<file path="src/vdle_pkg.sv">
package vdle_pkg;

  localparam int unsigned MemWordsDef   = 8192;
  localparam int unsigned StackDepthDef = 8;

  localparam logic [1:0] ACT_WRITE = 2'd0;
  localparam logic [1:0] ACT_GO    = 2'd1;
  localparam logic [1:0] ACT_STEP  = 2'd2;
  localparam logic [1:0] ACT_NONE  = 2'd3;

  localparam logic [1:0] DRAW_NONE  = 2'd0;
  localparam logic [1:0] DRAW_POINT = 2'd1;
  localparam logic [1:0] DRAW_LINE  = 2'd2;

  localparam logic [1:0] FAULT_NONE  = 2'd0;
  localparam logic [1:0] FAULT_UNDER = 2'd1;
  localparam logic [1:0] FAULT_OVER  = 2'd2;
  localparam logic [1:0] FAULT_EMPTY = 2'd3;

  localparam logic [2:0] OP_LVEC   = 3'd0;
  localparam logic [2:0] OP_HALT   = 3'd1;
  localparam logic [2:0] OP_SVEC   = 3'd2;
  localparam logic [2:0] OP_STAT   = 3'd3;
  localparam logic [2:0] OP_CENTER = 3'd4;
  localparam logic [2:0] OP_CALL   = 3'd5;
  localparam logic [2:0] OP_RET    = 3'd6;
  localparam logic [2:0] OP_JUMP   = 3'd7;

  localparam logic [31:0] CenterX = 32'd375 << 16;
  localparam logic [31:0] CenterY = 32'd420 << 16;

  typedef struct packed {
    logic [1:0]  action;
    logic [12:0] address;
    logic [15:0] word_data;
  } vdle_in_t;

  typedef struct packed {
    logic [1:0]         draw_kind;
    logic signed [15:0] start_x;
    logic signed [15:0] start_y;
    logic signed [15:0] end_x;
    logic signed [15:0] end_y;
    logic [7:0]         red_level;
    logic [7:0]         green_level;
    logic [7:0]         blue_level;
    logic               halted;
    logic [1:0]         fault;
    logic [31:0]        draw_cycles;
  } vdle_out_t;

  // memory access request from sequencer
  typedef struct packed {
    logic        we;
    logic [12:0] addr;
    logic [15:0] wdata;
  } vdle_mreq_t;

endpackage

</file>
<file path="src/vdle_stack.sv">
module vdle_stack import vdle_pkg::*; #(
  parameter int unsigned STACK_DEPTH = StackDepthDef
) (
  input  logic        clk,
  input  logic        we,
  input  logic [3:0]  addr,
  input  logic [12:0] wdata,
  output logic [12:0] rdata
);
  localparam int unsigned SW = $clog2(STACK_DEPTH);

  logic [12:0] stk [STACK_DEPTH];

  always_ff @(posedge clk) begin
    if (we) begin
      stk[addr[SW-1:0]] <= wdata;
    end
    rdata <= stk[addr[SW-1:0]];
  end
endmodule
</file>
<file path="config.mk">
export PLATFORM = sky130hd
export DESIGN_NAME = vdle_stack
export DESIGN_NICKNAME = d
export VERILOG_FILES = /design/src/vdle_pkg.sv /design/src/vdle_stack.sv
export SDC_FILE = /design/constraint.sdc
export NUM_CORES = 1
export LEC_CHECK = 0
export ABC_AREA = 1
export BUFFER_PORTS_ARGS = -buffer_cell sky130_fd_sc_hd__buf_4
export CAP_MARGIN = 20
export CORE_MARGIN = 10
export CORE_UTILIZATION = 50
export DETAILED_ROUTE_END_ITERATION = 6
export PLACE_DENSITY = 0.68
export SKIP_CTS_REPAIR_TIMING = 1
export SLEW_MARGIN = 20
export SYNTH_ARGS = -nofsm -noshare
export SYNTH_HDL_FRONTEND = slang
export SYNTH_SLANG_ARGS = --single-unit
</file>
<file path="constraint.sdc">
create_clock -name clk -period 3.65 [get_ports clk]
set_input_delay 0.9125 -clock clk [delete_from_list [all_inputs] [get_ports clk]]
set_output_delay 0.9125 -clock clk [all_outputs]
set_load 0.05 [all_outputs]
</file>
## Word-level counts from Yosys, hierarchy flattened

Memory sizes are Yosys's and may differ from the RTL's. A register that Yosys moved wholly into a read port is not among the register bits.
Cells that the tools add are included.

- Register bits: 0
- RAM bits: 104
- Bits of input ports: 19
- Output and inout bits: 13
- Logic and storage cells: 3
- Memories kept: 1

Memories:

| name | words | bits a word | read ports | clocked after memory_dff | write ports | RTL line | text |
|---|---|---|---|---|---|---|---|
| stk | 8 | 13 | 1 | 1 | 1 | vdle_stack.sv:12 | `logic [12:0] stk [STACK_DEPTH];` |

- Mux-type cells: 2

Operator list:

| cell | count |
|---|---|
| two-way mux 1 bit | 2 |

## Depth between registers and ports, before layout

- Word-level depth: 2
- Depth in mapped cells: 9

## Worst setup path before layout

Ideal clock, no wire load.

- Path type: input port to flip-flop
- From: input port addr[0]
- To: memory stk[0][0] (enable)
- Setup time: 0.400 ns
- Data arrival time: 2.288 ns
- Path slack: 0.962 ns
- Stages: 5
- Cells stage by stage: buf_6 -> inv_4 -> buf_4 -> nand2_1 -> nor3_1

RTL lines:

| element | RTL line | text |
|---|---|---|
| start, declared | vdle_stack.sv:6 | `input logic [3:0] addr,` |
| end, declared | vdle_stack.sv:12 |  |

Straight into the memory's write port.

## Worst setup path in the final report

- From: input port addr[0]
- To: memory stk[3][2] (enable)

Straight into the memory's write port.

==> flow_summary.toml <==
[status]
status = "finished, final reports clean"

[cts]
cts-buffers-inserted = 17
cts.sinks = 117
clockRootBuffer = "clkbuf_8"
cts_tree = "yes"
cts_max_path_buffers = 2
clk_transition_reported_paths_ns = 0.06
clock_latency_ns = 0.51
htreeDepth = 4

[worst_setup_path]
crit_chain = "buf_4 -> nand2_1 -> nor2_1 -> buf_4"
worst-setup-path-type = "primary input to register"
crit_path_end_kind = "register"
rrSetupSlack_ns = 2.74
cpMaxStageDelayCell = "nor2_1"
critPathMostFrequentCell = "buf_4"
cp.arrival_ns = 2.45
worst_setup_path_start_kind = "primary input"
critPathTopFamily = "buffers and inverters"
critical_path.max_stage_delay_ns = 0.51
required_ns = 3.87
cp_num_buf_inv = 2
worstPathMaxFanout = 54

[detailed_routing]
drt-initial-drc-count = 172
drcViolationCount = 0
vias_per_cell = 4.74
antenna_left = 0
first_pass_iters = 4
drt-total-wl_mm = 9.33
num_vias = 2997
wl_per_cell_um = 14.8

[global_routing]
antenna_found_initial = 0
grt_max_degree = 55
grt_overflow_total = 0
grt_usage_pct = 14.2
grt_pass1_vias = 3060
grt_pass1_wl_mm = 15.5
busiest_layer = "met2"
use_met3_pct = 3.65
grt.met2_usage_pct = 24.6
globalRouteMet1Util_pct = 15.8

[floorplanning]
core_um2 = 9280
start_util_pct = 51.8
rows = 35
dieWidth_um = 118
io_pins = 32
die-area_um2 = 13900
chipHeight_um = 118

[synthesis]
synth_fp_nets = 468
yosys.area_share.adder_pct = 0
ys_ff_latch = 117
yosysMostFrequentCell = "nand2_1"
yosys.area_share.simple_pct = 21.5
yosys.cell_types.count = 16
synth_edf_count = 104
netlist_instances = 449
synth-xor-area-share_pct = 0
netlist.area_leader.share_pct = 65.0
synth.largest_area_cell = "edfxtp_1"
synth_area_leaders = "edfxtp_1 (65%), nand2_1 (17%), dfxtp_1 (5.4%)"
synth_top_family_by_area = "simple AND/OR/NAND/NOR gates"
netlist_area_um2 = 4800
yosys-mux-area-fraction_pct = 0
yosysWarnings = 0
async_flop_share_pct = 0
synth_top_flop_cell = "edfxtp_1"
synth_common_cells = "nand2_1 (217), edfxtp_1 (104), inv_1 (62)"
avgSynthCellArea_um2 = 10.7
yosysSeqAreaShare_pct = 70.4
synth_compound_area_share_pct = 0

[timing]
finalSetupViolations = 0
slew_viol_final = 0
fin_setup_tns_ns = 0
fin_crit_sh_pct = 61.1
hold_viol = 0
fmax_mhz = 448
relSlewSlack_pct = 59.9
rsz0062_at_grt = "false"
worst_pin_slew_ns = 0.601
fin_crit_ns = 2.23
fin_skew_ns = 0.00539

[place]
placed_area_um2 = 5130
io_buffer_count = 30
place.gp.congestion = 0.797
hpwl_mm = 5.59

[power_and_ir_drop]
leakage_uw = 0.00256
ir_drop_v = 0.000404
pwr_density_cell_nw_per_um2 = 611

[layout]
multi_input_area_um2 = 1040
area_growth_pct = 19.7
ff_latch_area_um2 = 3380
n_fill_cell = 730
drive_gt1_share_pct = 16.5
final_area_um2 = 5750
antenna_cells = 0
fin_nets = 509

[min_path]
hp-class = "register to register"

[run]
cap_viol_max_count = 0
[flip-flops by register name (all words and copies together), names as in the netlist]
signal / cells
stk: 104
rdata: 13
[layer usage]
layer	wire length, µm	vias up
li1	-	1491
met1	3760	1399
met2	4890	92
met3	480	15
met4	197	0
met5	0	-
[cell type report]
cell class / count / area share (%)
multi-input cells: 250 / 18.1
clock inverters: 14 / 3.63
well taps: 129 / 2.81
clock buffers: 18 / 7.26
flip-flops and latches: 117 / 58.8
repair buffers: 39 / 5.09
inverters: 65 / 4.28
[path summary, 6_finish.rpt]
path / cells after the start / startpoint / to
max: 4 / addr[0] / stk[3][2]
min: 6 / stk[7][2] / rdata[2]
max reg2reg: 6 / stk[5][3] / rdata[3]
min reg2reg: 6 / stk[7][2] / rdata[2]
[placed cells by master, fill, tap and decap left out, types with 2 or more instances in the layout]
cell type   instances
nand3_1            15
clkinvlp_4          2
clkinv_2            2
inv_1              62
clkbuf_16          16
bufinv_16           5
clkinv_1            2
clkinv_4            3
nand2_1           217
edfxtp_1          104
inv_2               2
buf_4              39
nor2_1              6
nor3_2              2
nand3_2             9
dfxtp_1            13
[worst register-to-register path: cells and delay by family, from the launching register on]
family                 cells  cell delay [ns]
DFF                        1             0.37
and+or+nand+nor            4             0.30
buffers and inverters      2             0.13
[stage by stage]
step	std cells	hold WS (ns)	utilization, %	setup WS (ns)	total power [µW]
2_1_floorplan	449	0.574	-	0.962	1720
3_3_place_gp	600	0.605	55.2	0.915	1800
3_5_place_dp	600	0.619	55.2	0.884	1800
4_1_cts	632	0.627	62.0	1.42	3540
5_1_grt	632	0.630	62.0	1.29	3640
6_report	632	0.625	62.0	1.42	3510
[cell families after synthesis]
family	after synthesis
buffers and inverters	82
flip-flops	117
AND/OR/NAND/NOR	250
[report_power, final]
| part | total, µW | switching (µW) | internal, µW |
|---|---|---|---|
| Sequential | 1530 | 12.2 | 1510 |
| Combinational | 247 | 178 | 69.7 |
| Clock | 1740 | 571 | 1170 |
(Power assumes the default switching activity.)
